[config.mk]
export PLATFORM = sky130hd
export DESIGN_NAME = sliding_window_median_mode_mean_filter_unit
export DESIGN_NICKNAME = d
export VERILOG_FILES = /design/src/hw/rtl/swmf_pkg.sv /design/src/hw/rtl/sliding_window_median_mode_mean_filter_unit.sv /design/src/hw/rtl/swmf_ram.sv
export SDC_FILE = /design/constraint.sdc
export NUM_CORES = 2
export LEC_CHECK = 0
export CAP_MARGIN = 40
export CORE_MARGIN = 8
export CORE_UTILIZATION = 64
export DETAILED_ROUTE_END_ITERATION = 8
export DONT_BUFFER_PORTS = 1
export GPL_TIMING_DRIVEN = 0
export PLACE_DENSITY = 0.81
export SLEW_MARGIN = 20
export SYNTH_ARGS = -nofsm -noshare
export SYNTH_HDL_FRONTEND = slang
export SYNTH_SLANG_ARGS = --single-unit
[constraint.sdc]
create_clock -name aclk -period 21.7 [get_ports aclk]
set_input_delay 4.34 -clock aclk [delete_from_list [all_inputs] [get_ports aclk]]
set_output_delay 4.34 -clock aclk [all_outputs]
set_load 0.005 [all_outputs]
[src/hw/rtl/swmf_pkg.sv]
// ----------------------------------------------------------------------------
// swmf_pkg
// Shared constants for the sliding-window sample filter.
// ----------------------------------------------------------------------------
package swmf_pkg;

    localparam int WINDOW_MAX  = 32;
    localparam int SAMPLE_BITS = 16;
    localparam int IDX_W       = $clog2(WINDOW_MAX);
    localparam int CNT_W       = $clog2(WINDOW_MAX + 1);
    localparam int SUM_W       = SAMPLE_BITS + IDX_W;

    // filter modes
    localparam logic [1:0] MODE_PASS   = 2'd0;
    localparam logic [1:0] MODE_MEDIAN = 2'd1;
    localparam logic [1:0] MODE_MAJOR  = 2'd2;
    localparam logic [1:0] MODE_MEAN   = 2'd3;

    // register indexes
    localparam logic [0:0] REG_MODE   = 1'b0;
    localparam logic [0:0] REG_LENGTH = 1'b1;

endpackage

[src/hw/rtl/sliding_window_median_mode_mean_filter_unit.sv]
// ----------------------------------------------------------------------------
// sliding_window_median_mode_mean_filter_unit
// Sliding-window filter: pass-through, median, majority or mean of the
// newest samples, computed by one rank/compare unit and a serial divider.
// ----------------------------------------------------------------------------
//  channel   ports                         word
//  input     s_valid s_ready s_sample      one raw sample
//  output    m_valid m_ready m_filtered    one filtered sample
//  config    psel penable pwrite paddr ... filter_mode, window_length
//
//  Per word: pass-through writes the history, then outputs; mean reads the
//  history, then runs a 21-step divider and an output state; median and
//  majority read the history, then make one rank pass per window sample
//  (n = window size), each comparing one candidate against the 32-slot window.
//  Reset (aresetn low, synchronous) restores a one-sample zero history.
//  A result waiting on m_ready holds the unit; s_ready is high only when idle.
// ----------------------------------------------------------------------------
module sliding_window_median_mode_mean_filter_unit
    import swmf_pkg::*;
(
    input  logic                          aclk,
    input  logic                          aresetn,
    input  logic                          s_valid,
    output logic                          s_ready,
    input  logic signed [SAMPLE_BITS-1:0] s_sample,
    output logic                          m_valid,
    input  logic                          m_ready,
    output logic signed [SAMPLE_BITS-1:0] m_filtered,
    input  logic                          psel,
    input  logic                          penable,
    input  logic                          pwrite,
    input  logic [2:0]                    paddr,
    input  logic [31:0]                   pwdata,
    output logic [31:0]                   prdata,
    output logic                          pready
);

    typedef enum logic [2:0] {
        ST_IDLE, ST_WRITE, ST_LOAD, ST_RANK, ST_DIV, ST_OUT
    } state_t;

    state_t                   state_reg;
    logic [1:0]               mode_reg;
    logic [5:0]               wlen_reg;
    logic [CNT_W-1:0]         fill_reg;
    logic [IDX_W-1:0]         wp_reg;
    logic                     zero_ok_reg;
    logic signed [SAMPLE_BITS-1:0] sample_reg;
    logic [CNT_W-1:0]         n_reg;
    logic [IDX_W-1:0]         start_reg;
    logic [CNT_W-1:0]         cnt_reg;
    logic                     ld_v_reg;
    logic                     ld_in_reg;
    logic                     ld_zero_reg;
    logic signed [SAMPLE_BITS-1:0] win_reg [WINDOW_MAX];
    logic                     wv_reg [WINDOW_MAX];
    logic signed [SUM_W-1:0]  sum_reg;
    logic [IDX_W-1:0]         pass_reg;
    logic [IDX_W-1:0]         step_reg;
    logic signed [SAMPLE_BITS-1:0] cand_reg;
    logic [CNT_W-1:0]         lt_reg, eq_reg;
    logic signed [SAMPLE_BITS-1:0] lo_reg, hi_reg, best_reg;
    logic [CNT_W-1:0]         best_cnt_reg;
    logic [SUM_W-1:0]         quo_reg;
    logic [CNT_W-1:0]         rem_reg;
    logic [4:0]               div_cnt_reg;
    logic signed [SAMPLE_BITS-1:0] out_reg;

    // history RAM port
    logic                     ram_we;
    logic [IDX_W-1:0]         ram_addr;
    logic [SAMPLE_BITS-1:0]   ram_rdata;

    swmf_ram #(.WIDTH(SAMPLE_BITS), .DEPTH(WINDOW_MAX)) u_hist (
        .aclk  (aclk),
        .we    (ram_we),
        .addr  (ram_addr),
        .wdata (sample_reg),
        .rdata (ram_rdata)
    );

    assign ram_we   = (state_reg == ST_WRITE);
    assign ram_addr = ram_we ? wp_reg : (start_reg + cnt_reg[IDX_W-1:0]);

    // config port
    logic cfg_wr;
    assign cfg_wr = psel && penable && pwrite;
    assign pready = 1'b1;
    always_comb begin
        case (paddr[2])
            REG_MODE:   prdata = {30'd0, mode_reg};
            REG_LENGTH: prdata = {26'd0, wlen_reg};
            default:    prdata = 32'd0;
        endcase
    end

    // window size for this word
    logic [CNT_W-1:0] fill_next, len_c, n_next;
    logic [IDX_W-1:0] wp_next;
    assign fill_next = (fill_reg < CNT_W'(WINDOW_MAX)) ? fill_reg + 1'b1 : fill_reg;
    assign wp_next   = wp_reg + 1'b1;
    always_comb begin
        if (wlen_reg == 6'd0) len_c = CNT_W'(1);
        else if (CNT_W'(wlen_reg) > CNT_W'(WINDOW_MAX) || wlen_reg > 6'(WINDOW_MAX))
            len_c = CNT_W'(WINDOW_MAX);
        else len_c = CNT_W'(wlen_reg);
    end
    assign n_next = (len_c < fill_next) ? len_c : fill_next;

    // rank compare unit
    logic signed [SAMPLE_BITS-1:0] cand_c, rd_word;
    logic [CNT_W-1:0] lt_f, eq_f, k_lo, k_hi;
    logic             hit_lt, hit_eq;
    assign cand_c = (step_reg == '0) ? win_reg[pass_reg] : cand_reg;
    assign hit_lt = wv_reg[0] && (win_reg[0] < cand_c);
    assign hit_eq = wv_reg[0] && (win_reg[0] == cand_c);
    assign lt_f   = ((step_reg == '0) ? '0 : lt_reg) + CNT_W'(hit_lt);
    assign eq_f   = ((step_reg == '0) ? '0 : eq_reg) + CNT_W'(hit_eq);
    assign k_lo   = (n_reg - 1'b1) >> 1;
    assign k_hi   = n_reg >> 1;
    assign rd_word = ld_zero_reg ? '0 : ram_rdata;

    // divider step
    logic [SUM_W-1:0] mag_c;
    logic [CNT_W:0]   trial_c;
    logic signed [SAMPLE_BITS:0] mid_sum;
    assign mag_c   = sum_reg[SUM_W-1] ? SUM_W'(-sum_reg) : SUM_W'(sum_reg);
    assign trial_c = {rem_reg, quo_reg[SUM_W-1]};
    assign mid_sum = {lo_reg[SAMPLE_BITS-1], lo_reg} + {hi_reg[SAMPLE_BITS-1], hi_reg};

    // sequencer
    always_ff @(posedge aclk) begin
        if (!aresetn) begin
            state_reg   <= ST_IDLE;
            mode_reg    <= MODE_PASS;
            wlen_reg    <= 6'd1;
            fill_reg    <= CNT_W'(1);
            wp_reg      <= IDX_W'(1);
            zero_ok_reg <= 1'b0;
            ld_v_reg    <= 1'b0;
        end else begin
            if (cfg_wr) begin
                case (paddr[2])
                    REG_MODE:   mode_reg <= pwdata[1:0];
                    REG_LENGTH: wlen_reg <= pwdata[5:0];
                    default: ;
                endcase
            end
            // read issued this cycle returns next cycle
            ld_v_reg <= (state_reg == ST_LOAD) && (cnt_reg != CNT_W'(WINDOW_MAX));
            case (state_reg)
                ST_IDLE: begin
                    if (s_valid) begin
                        sample_reg <= s_sample;
                        state_reg  <= ST_WRITE;
                    end
                end
                ST_WRITE: begin
                    if (wp_reg == '0) zero_ok_reg <= 1'b1;
                    wp_reg    <= wp_next;
                    fill_reg  <= fill_next;
                    n_reg     <= n_next;
                    start_reg <= wp_next - n_next[IDX_W-1:0];
                    cnt_reg   <= '0;
                    sum_reg   <= '0;
                    if (mode_reg == MODE_PASS) begin
                        out_reg   <= sample_reg;
                        state_reg <= ST_OUT;
                    end else begin
                        state_reg <= ST_LOAD;
                    end
                end
                ST_LOAD: begin
                    if (cnt_reg != CNT_W'(WINDOW_MAX)) begin
                        ld_in_reg   <= cnt_reg < n_reg;
                        ld_zero_reg <= (ram_addr == '0) && !zero_ok_reg;
                        cnt_reg     <= cnt_reg + 1'b1;
                    end
                    if (ld_v_reg) begin
                        for (int i = 0; i < WINDOW_MAX - 1; i++) begin
                            win_reg[i] <= win_reg[i+1];
                            wv_reg[i]  <= wv_reg[i+1];
                        end
                        win_reg[WINDOW_MAX-1] <= rd_word;
                        wv_reg[WINDOW_MAX-1]  <= ld_in_reg;
                        if (ld_in_reg) sum_reg <= sum_reg + SUM_W'(rd_word);
                    end else if (cnt_reg == CNT_W'(WINDOW_MAX)) begin
                        pass_reg     <= '0;
                        step_reg     <= '0;
                        best_cnt_reg <= '0;
                        div_cnt_reg  <= '0;
                        rem_reg      <= '0;
                        quo_reg      <= mag_c;
                        state_reg    <= (mode_reg == MODE_MEAN) ? ST_DIV : ST_RANK;
                    end
                end
                ST_RANK: begin
                    for (int i = 0; i < WINDOW_MAX - 1; i++) begin
                        win_reg[i] <= win_reg[i+1];
                        wv_reg[i]  <= wv_reg[i+1];
                    end
                    win_reg[WINDOW_MAX-1] <= win_reg[0];
                    wv_reg[WINDOW_MAX-1]  <= wv_reg[0];
                    cand_reg <= cand_c;
                    lt_reg   <= lt_f;
                    eq_reg   <= eq_f;
                    step_reg <= step_reg + 1'b1;
                    if (step_reg == IDX_W'(WINDOW_MAX - 1)) begin
                        if (lt_f <= k_lo && k_lo < lt_f + eq_f) lo_reg <= cand_c;
                        if (lt_f <= k_hi && k_hi < lt_f + eq_f) hi_reg <= cand_c;
                        if (eq_f > best_cnt_reg ||
                            (eq_f == best_cnt_reg && cand_c < best_reg)) begin
                            best_cnt_reg <= eq_f;
                            best_reg     <= cand_c;
                        end
                        pass_reg <= pass_reg + 1'b1;
                        if (CNT_W'(pass_reg) == n_reg - 1'b1) state_reg <= ST_DIV;
                    end
                end
                ST_DIV: begin
                    if (mode_reg == MODE_MEDIAN) begin
                        out_reg   <= mid_sum[SAMPLE_BITS:1];
                        state_reg <= ST_OUT;
                    end else if (mode_reg == MODE_MAJOR) begin
                        out_reg   <= best_reg;
                        state_reg <= ST_OUT;
                    end else if (div_cnt_reg != 5'(SUM_W)) begin
                        // restoring division of the magnitude by the count
                        if (trial_c >= {1'b0, n_reg}) begin
                            rem_reg <= CNT_W'(trial_c - {1'b0, n_reg});
                            quo_reg <= {quo_reg[SUM_W-2:0], 1'b1};
                        end else begin
                            rem_reg <= trial_c[CNT_W-1:0];
                            quo_reg <= {quo_reg[SUM_W-2:0], 1'b0};
                        end
                        div_cnt_reg <= div_cnt_reg + 1'b1;
                    end else begin
                        out_reg   <= sum_reg[SUM_W-1] ? -quo_reg[SAMPLE_BITS-1:0]
                                                      : quo_reg[SAMPLE_BITS-1:0];
                        state_reg <= ST_OUT;
                    end
                end
                ST_OUT: begin
                    if (m_ready) state_reg <= ST_IDLE;
                end
                default: state_reg <= ST_IDLE;
            endcase
        end
    end

    assign s_ready    = (state_reg == ST_IDLE);
    assign m_valid    = (state_reg == ST_OUT);
    assign m_filtered = out_reg;

endmodule

[src/hw/rtl/swmf_ram.sv]
// ----------------------------------------------------------------------------
// swmf_ram
// Generic single-port RAM with registered read.
// ----------------------------------------------------------------------------
module swmf_ram #(
    parameter int WIDTH = 16,
    parameter int DEPTH = 32
) (
    input  logic                     aclk,
    input  logic                     we,
    input  logic [$clog2(DEPTH)-1:0] addr,
    input  logic [WIDTH-1:0]         wdata,
    output logic [WIDTH-1:0]         rdata
);

    logic [WIDTH-1:0] mem_reg [DEPTH];

    // write or read one word a cycle
    always_ff @(posedge aclk) begin
        if (we) begin
            mem_reg[addr] <= wdata;
        end
        rdata <= mem_reg[addr];
    end

endmodule
* Word level (Yosys, flattened, before mapping)
Memory sizes are Yosys's and may differ from the RTL's. A register that Yosys moved wholly into a read port is not among the register bits.
Index checks and enable logic that the tools add are counted.
** Storage, ports and cells
- Register bits after elaboration :: 220
- RAM bits :: 1056
- Output and inout bits :: 51
- Logic and storage cells :: 327
- Memories :: 3
** Memories
- u_hist.mem_reg :: depth 32, width 16, rd ports 1, clocked after Yosys merged registers in 1, wr ports 1, RTL line swmf_ram.sv:16 : logic [WIDTH-1:0] mem_reg [DEPTH];
- win_reg :: depth 32, width 16, rd ports 33, clocked after Yosys merged registers in 1, wr ports 32, RTL line sliding_window_median_mode_mean_filter_unit.sv:55 : logic signed [SAMPLE_BITS-1:0] win_reg [WINDOW_MAX];
- wv_reg :: depth 32, width 1, rd ports 32, clocked after Yosys merged registers in 0, wr ports 32, RTL line sliding_window_median_mode_mean_filter_unit.sv:56 : logic wv_reg [WINDOW_MAX];
** Operators by class
- Add/sub/neg operators :: 17
- $lt $le $gt $ge :: 12
- Equal/unequal tests :: 30
- Mux-type cells :: 134
- Bitwise logic cells :: 65
- Reduce and logical (&&, ||, !) cells :: 39
** Operators with widths (count)
- $mux W16 :: 39
- $mux W21 :: 8
- $mux W6 :: 15
- $pmux W21 S2 :: 2
- $or A1 B1 Y1 :: 64
- $pmux W32 S2 :: 1
- $mux W1 :: 42
- $mux W5 :: 8
- $pmux W6 S2 :: 3
- $mux W3 :: 11
- $lt A16 B16 Y1 :: 2
- $pmux W16 S2 :: 1
- $pmux W5 S2 :: 3
- $reduce_and A4 Y1 :: 6
- $add A21 B16 Y21 :: 1
- $neg A21 Y21 :: 1
- $add A5 B1 Y5 const B :: 4
- $ne A2 B2 Y1 const B :: 10
- $pmux W3 S6 :: 1
- $add A16 B16 Y17 :: 1
- $eq A16 B16 Y1 :: 1
- $neg A16 Y16 :: 1
- $logic_not A5 Y1 :: 3
- $reduce_and A7 Y1 :: 2
- 39 further kinds :: 67

* Logic depth before layout (Yosys ltp)
- Depth after elaboration :: 11
- Gate-level depth with buffers :: 28
- Gate-level depth less buffers :: 26

* Cells and area by module
A second synthesis with hierarchy kept.
** Second synthesis, totals
- Cell total of the unflattened synthesis :: 3306
- Area, all modules :: 55036.5 um2
** By module, submodules not included
- sliding_window_median_mode_mean_filter_unit :: times used 1, cells each 2220, area each 34977.3 um2, seq. area each 22801.9 um2
- swmf_ram :: times used 1, cells each 1086, area each 20059.2 um2, seq. area each 15695.1 um2

* Least setup slack after synthesis
Ideal clock, no wire load.
- Path type :: input-to-reg
- Start point :: input port aresetn
- End point :: memory win_reg[0][0], enable pin
- Arrival :: 13.969 ns
- Path slack :: 3.883 ns
- Stages on the path :: 4
- Path buffers :: 2
- Cell sequence :: clkbuf_1 -> nand3_1 -> clkbuf_1 -> nand2_1
** RTL lines
- start, declared :: RTL line sliding_window_median_mode_mean_filter_unit.sv:22 : input logic aresetn,
- end, declared :: RTL line sliding_window_median_mode_mean_filter_unit.sv:55

==> metrics.txt <==
# TYPE chip_impl_metric gauge
chip_impl_info{name="run_status",value="finished, final reports clean"} 1
chip_impl_metric{name="postPlaceCellArea",unit="um2"} 57650
chip_impl_info{name="worstHoldPathType",value="register to register"} 1
chip_impl_metric{name="floorplan.die.width",unit="um"} 308.6
chip_impl_metric{name="slew_violations",unit=""} 0
chip_impl_metric{name="finalSetupTns",unit="ns"} 0
chip_impl_metric{name="start_util",unit=""} 0.6446
chip_impl_metric{name="vias_per_instance",unit=""} 6.760
chip_impl_metric{name="max_stage_delay",unit="ns"} 0.71
chip_impl_metric{name="wl_per_instance",unit="um"} 30.65
chip_impl_info{name="cts_root_buffer",value="sky130_fd_sc_hd__clkbuf_16"} 1
chip_impl_metric{name="synth_seq_area_share",unit=""} 0.7025
chip_impl_metric{name="first_pass_iters",unit=""} 8
chip_impl_metric{name="initial_antenna_violation_count",unit=""} 5
chip_impl_metric{name="clock_latency_reported_for_the_late_side_of_the_worst_skew_pair",unit="ns"} 0.71
chip_impl_metric{name="achievable-frequency",unit="MHz"} 107.1
chip_impl_metric{name="finalWorstPathRequiredPeriod",unit="ns"} 9.338
chip_impl_info{name="end_kind",value="register"} 1
chip_impl_metric{name="synth_cell_type_count",unit=""} 71
chip_impl_metric{name="htree_levels",unit=""} 3
chip_impl_metric{name="vias_in_the_first_global_route",unit=""} 31300
chip_impl_metric{name="leakage",unit="nW"} 20.88
chip_impl_metric{name="dieHeight",unit="um"} 308.6
chip_impl_metric{name="route.antenna.remaining_nets",unit=""} 0
chip_impl_info{name="kind_of_critical_path",value="register to register"} 1
chip_impl_metric{name="setup_ws",unit="ns"} 12.36
chip_impl_metric{name="cts-resized-gates",unit=""} 0
chip_impl_info{name="crit_path_top_delay_cell",value="sky130_fd_sc_hd__buf_1"} 1
chip_impl_metric{name="grt_overflow_total",unit=""} 0
chip_impl_metric{name="largest_net_degree_at_the_start_of_global_routing",unit=""} 67
chip_impl_metric{name="vdd_ir_drop_max",unit="uV"} 135.5
chip_impl_info{name="synth_top_cell_by_area",value="sky130_fd_sc_hd__edfxtp_1"} 1
chip_impl_metric{name="asyncSetResetFlopFracSynth",unit=""} 0
chip_impl_metric{name="finalInstanceArea",unit="um2"} 61630
chip_impl_metric{name="synthesis.yosys.warnings",unit=""} 0
chip_impl_metric{name="fp.dieArea",unit="um2"} 95250
chip_impl_metric{name="timing.max_slew.rel_slack",unit=""} 0.3870
chip_impl_metric{name="cts_hold_buf",unit=""} 0
chip_impl_metric{name="total_via_count_in_the_routed_design",unit=""} 30910
chip_impl_metric{name="worstPathRequired",unit="ns"} 22.11
chip_impl_metric{name="core_area",unit="um2"} 85010
chip_impl_metric{name="power_density",unit="nW/um2"} 129.4
chip_impl_metric{name="proportion_of_layout_cells_with_a_drive_suffix_above_1",unit=""} 0.1999
chip_impl_metric{name="cap_viol_max_count",unit=""} 0
chip_impl_metric{name="tritoncts_num_sinks",unit=""} 1297
chip_impl_metric{name="cts.reportedPaths.clkPinSlew",unit="ns"} 0.07
chip_impl_metric{name="dp_slack",unit="ns"} 12.37
chip_impl_metric{name="placed_cells",unit=""} 4336
chip_impl_metric{name="netlist_area",unit="um2"} 54800
chip_impl_info{name="synth_top_flop_cell",value="sky130_fd_sc_hd__edfxtp_1"} 1
chip_impl_metric{name="finalSetupViolations",unit=""} 0
chip_impl_metric{name="routabilityCongestion",unit=""} 0.9290
chip_impl_metric{name="track_usage",unit=""} 0.2953
chip_impl_metric{name="tritoncts.num_buffers",unit=""} 121
chip_impl_metric{name="synth.ff_latch_count",unit=""} 1297
chip_impl_info{name="post_synth_most_frequent_cells",value="sky130_fd_sc_hd__edfxtp_1, sky130_fd_sc_hd__mux4_2, sky130_fd_sc_hd__nor2_1"} 1
chip_impl_metric{name="buffer_ports.inserted",unit=""} 0
chip_impl_info{name="cp-start-kind",value="register"} 1
chip_impl_metric{name="arrival",unit="ns"} 9.75
chip_impl_info{name="critical_path.most_common_cell",value="sky130_fd_sc_hd__ha_1"} 1
chip_impl_metric{name="finalWirelength",unit="mm"} 140.1
chip_impl_metric{name="post_cts_setup_repair_buffer_count",unit=""} 0
chip_impl_metric{name="route.detailed.drc",unit=""} 0
chip_impl_metric{name="finalHoldViolations",unit=""} 0
chip_impl_metric{name="area_added_between_synthesis_and_finish",unit="%"} 12.45
chip_impl_metric{name="crit_path_max_fanout",unit=""} 10
chip_impl_metric{name="final_period_util",unit=""} 0.4303
chip_impl_metric{name="postSynthAreaPerCell",unit="um2"} 17.77
chip_impl_metric{name="cts_max_path_buffers",unit=""} 3
chip_impl_info{name="synthTopCellsByArea",value="sky130_fd_sc_hd__edfxtp_1, sky130_fd_sc_hd__mux4_2, sky130_fd_sc_hd__ha_1"} 1
chip_impl_metric{name="post_synth_inst_count",unit=""} 3084
chip_impl_info{name="cts_tree",value="built"} 1
chip_impl_metric{name="fin_nets",unit=""} 3529
chip_impl_metric{name="post-synth-top-area-fraction",unit=""} 0.6860
chip_impl_metric{name="num_io_pins",unit=""} 109
chip_impl_metric{name="drt-initial-drc-count",unit=""} 4124
chip_impl_metric{name="clk_skew",unit="ns"} 0.02276
chip_impl_info{name="synthMostInstantiatedCell",value="sky130_fd_sc_hd__edfxtp_1"} 1
chip_impl_metric{name="grt_first_pass_wirelength",unit="mm"} 206.7
chip_impl_metric{name="worstMarginPinSlew",unit="ns"} 0.9195
chip_impl_info{name="unrepaired_setup_endpoints_after_global_routing",value="no"} 1
chip_impl_metric{name="core.rowCount",unit=""} 107
chip_impl_metric{name="finish.cell_count_without_fillers",unit=""} 4572
chip_impl_metric{name="hpwl",unit="mm"} 92.88
chip_impl_metric{name="synth-edff-count",unit=""} 1252
layer usage:
layer | routed length, um | part of all wire | up-vias | GRT usage
met2 | 69750 | 0.50 | 2122 | 0.4977
met3 | 13130 | 0.094 | 407 | 0.05257
li1 | - | - | 12750 | -
met4 | 7246 | 0.052 | 6 | 0.1289
met5 | 36 | 0.00026 | - | 0
met1 | 49960 | 0.36 | 15630 | 0.3801
power breakdown:
| part | internal, mW | switching [mW] | total (mW) |
|---|---|---|---|
| clock | 1.16 | 0.931 | 2.09 |
| combinational | 1.04 | 1.69 | 2.73 |
| sequential | 3.03 | 0.126 | 3.15 |
worst paths after layout:
kind	start	endpoint	slack, ns	cells past startpoint
worst max register to register	register	lo_reg[1]$_DFFE_PP_	12.36	29
worst max-delay path	register	lo_reg[1]$_DFFE_PP_	12.36	29
worst min-delay path	wv_reg[0][2]$_DFFE_PP_	wv_reg[0][1]$_DFFE_PP_	0.42	0
worst min register to register	wv_reg[0][2]$_DFFE_PP_	wv_reg[0][1]$_DFFE_PP_	0.42	0
layout by cell type, fill, tap and decap left out, types with 28 or more instances in the layout:
master,count
sky130_fd_sc_hd__a21o_1,45
sky130_fd_sc_hd__a21oi_1,83
sky130_fd_sc_hd__buf_4,45
sky130_fd_sc_hd__buf_6,30
sky130_fd_sc_hd__buf_8,38
sky130_fd_sc_hd__clkbuf_1,101
sky130_fd_sc_hd__clkbuf_16,124
sky130_fd_sc_hd__clkinv_1,29
sky130_fd_sc_hd__dfxtp_1,45
sky130_fd_sc_hd__edfxtp_1,1252
sky130_fd_sc_hd__ha_1,139
sky130_fd_sc_hd__inv_1,98
sky130_fd_sc_hd__mux2i_1,45
sky130_fd_sc_hd__mux4_2,288
sky130_fd_sc_hd__nand2_1,137
sky130_fd_sc_hd__nand3_1,42
sky130_fd_sc_hd__nor2_1,120
sky130_fd_sc_hd__nor2_2,28
sky130_fd_sc_hd__nor2b_1,42
sky130_fd_sc_hd__o21ai_0,86
sky130_fd_sc_hd__xnor2_1,49
sky130_fd_sc_hd__xor2_1,62
metrics by stage:
step / total power [mW] / utilization / hold slack (ns)
2_1_floorplan: 4.869 / - / 0.4003
3_3_place_gp: 5.717 / 0.6626 / 0.4067
3_5_place_dp: 5.807 / 0.6782 / 0.4052
4_1_cts: 7.915 / 0.7235 / 0.4172
5_1_grt: 8.196 / 0.7249 / 0.4207
6_report: 7.974 / 0.7249 / 0.4187
area by class of cell:
class | count | area [um2]
multi-input cells | 1556 | 15390
inverters | 99 | 371.6
repair buffers | 94 | 1303
well taps | 1144 | 1431
flip-flops and latches | 1297 | 38500
clock inverters | 72 | 626.9
plain buffers | 157 | 774.5
clock buffers | 152 | 3228
diodes | 1 | 2.502
fillers | 4806 | 23390
kinds of logic (layout without fill, tap and decap cells):
logic type                 after synthesis  after routing  share of synthesized area
AOI/OAI and AO/OA                      392            392                    0.04664
xor gates and xnor gates               111            111                    0.01774
adders and majority gates              145            145                    0.03393
buffers and inverters                  256            574                    0.02089
DFF                                   1297           1297                     0.7025
muxes                                  360            360                     0.1321
other                                    2             28                  0.0001370
and+or+nand+nor                        521            521                    0.04607
worst max-delay path, delay by kind of cell (launching register included):
kind,cells,cell delay [ns]
compound gates,10,1.75
simple gates,5,0.88
fa+ha+maj,5,1.66
flops,1,0.38
mux,4,1.91
buf+inv,5,2.45
Note: power is estimated with default switching activity, not from simulation.
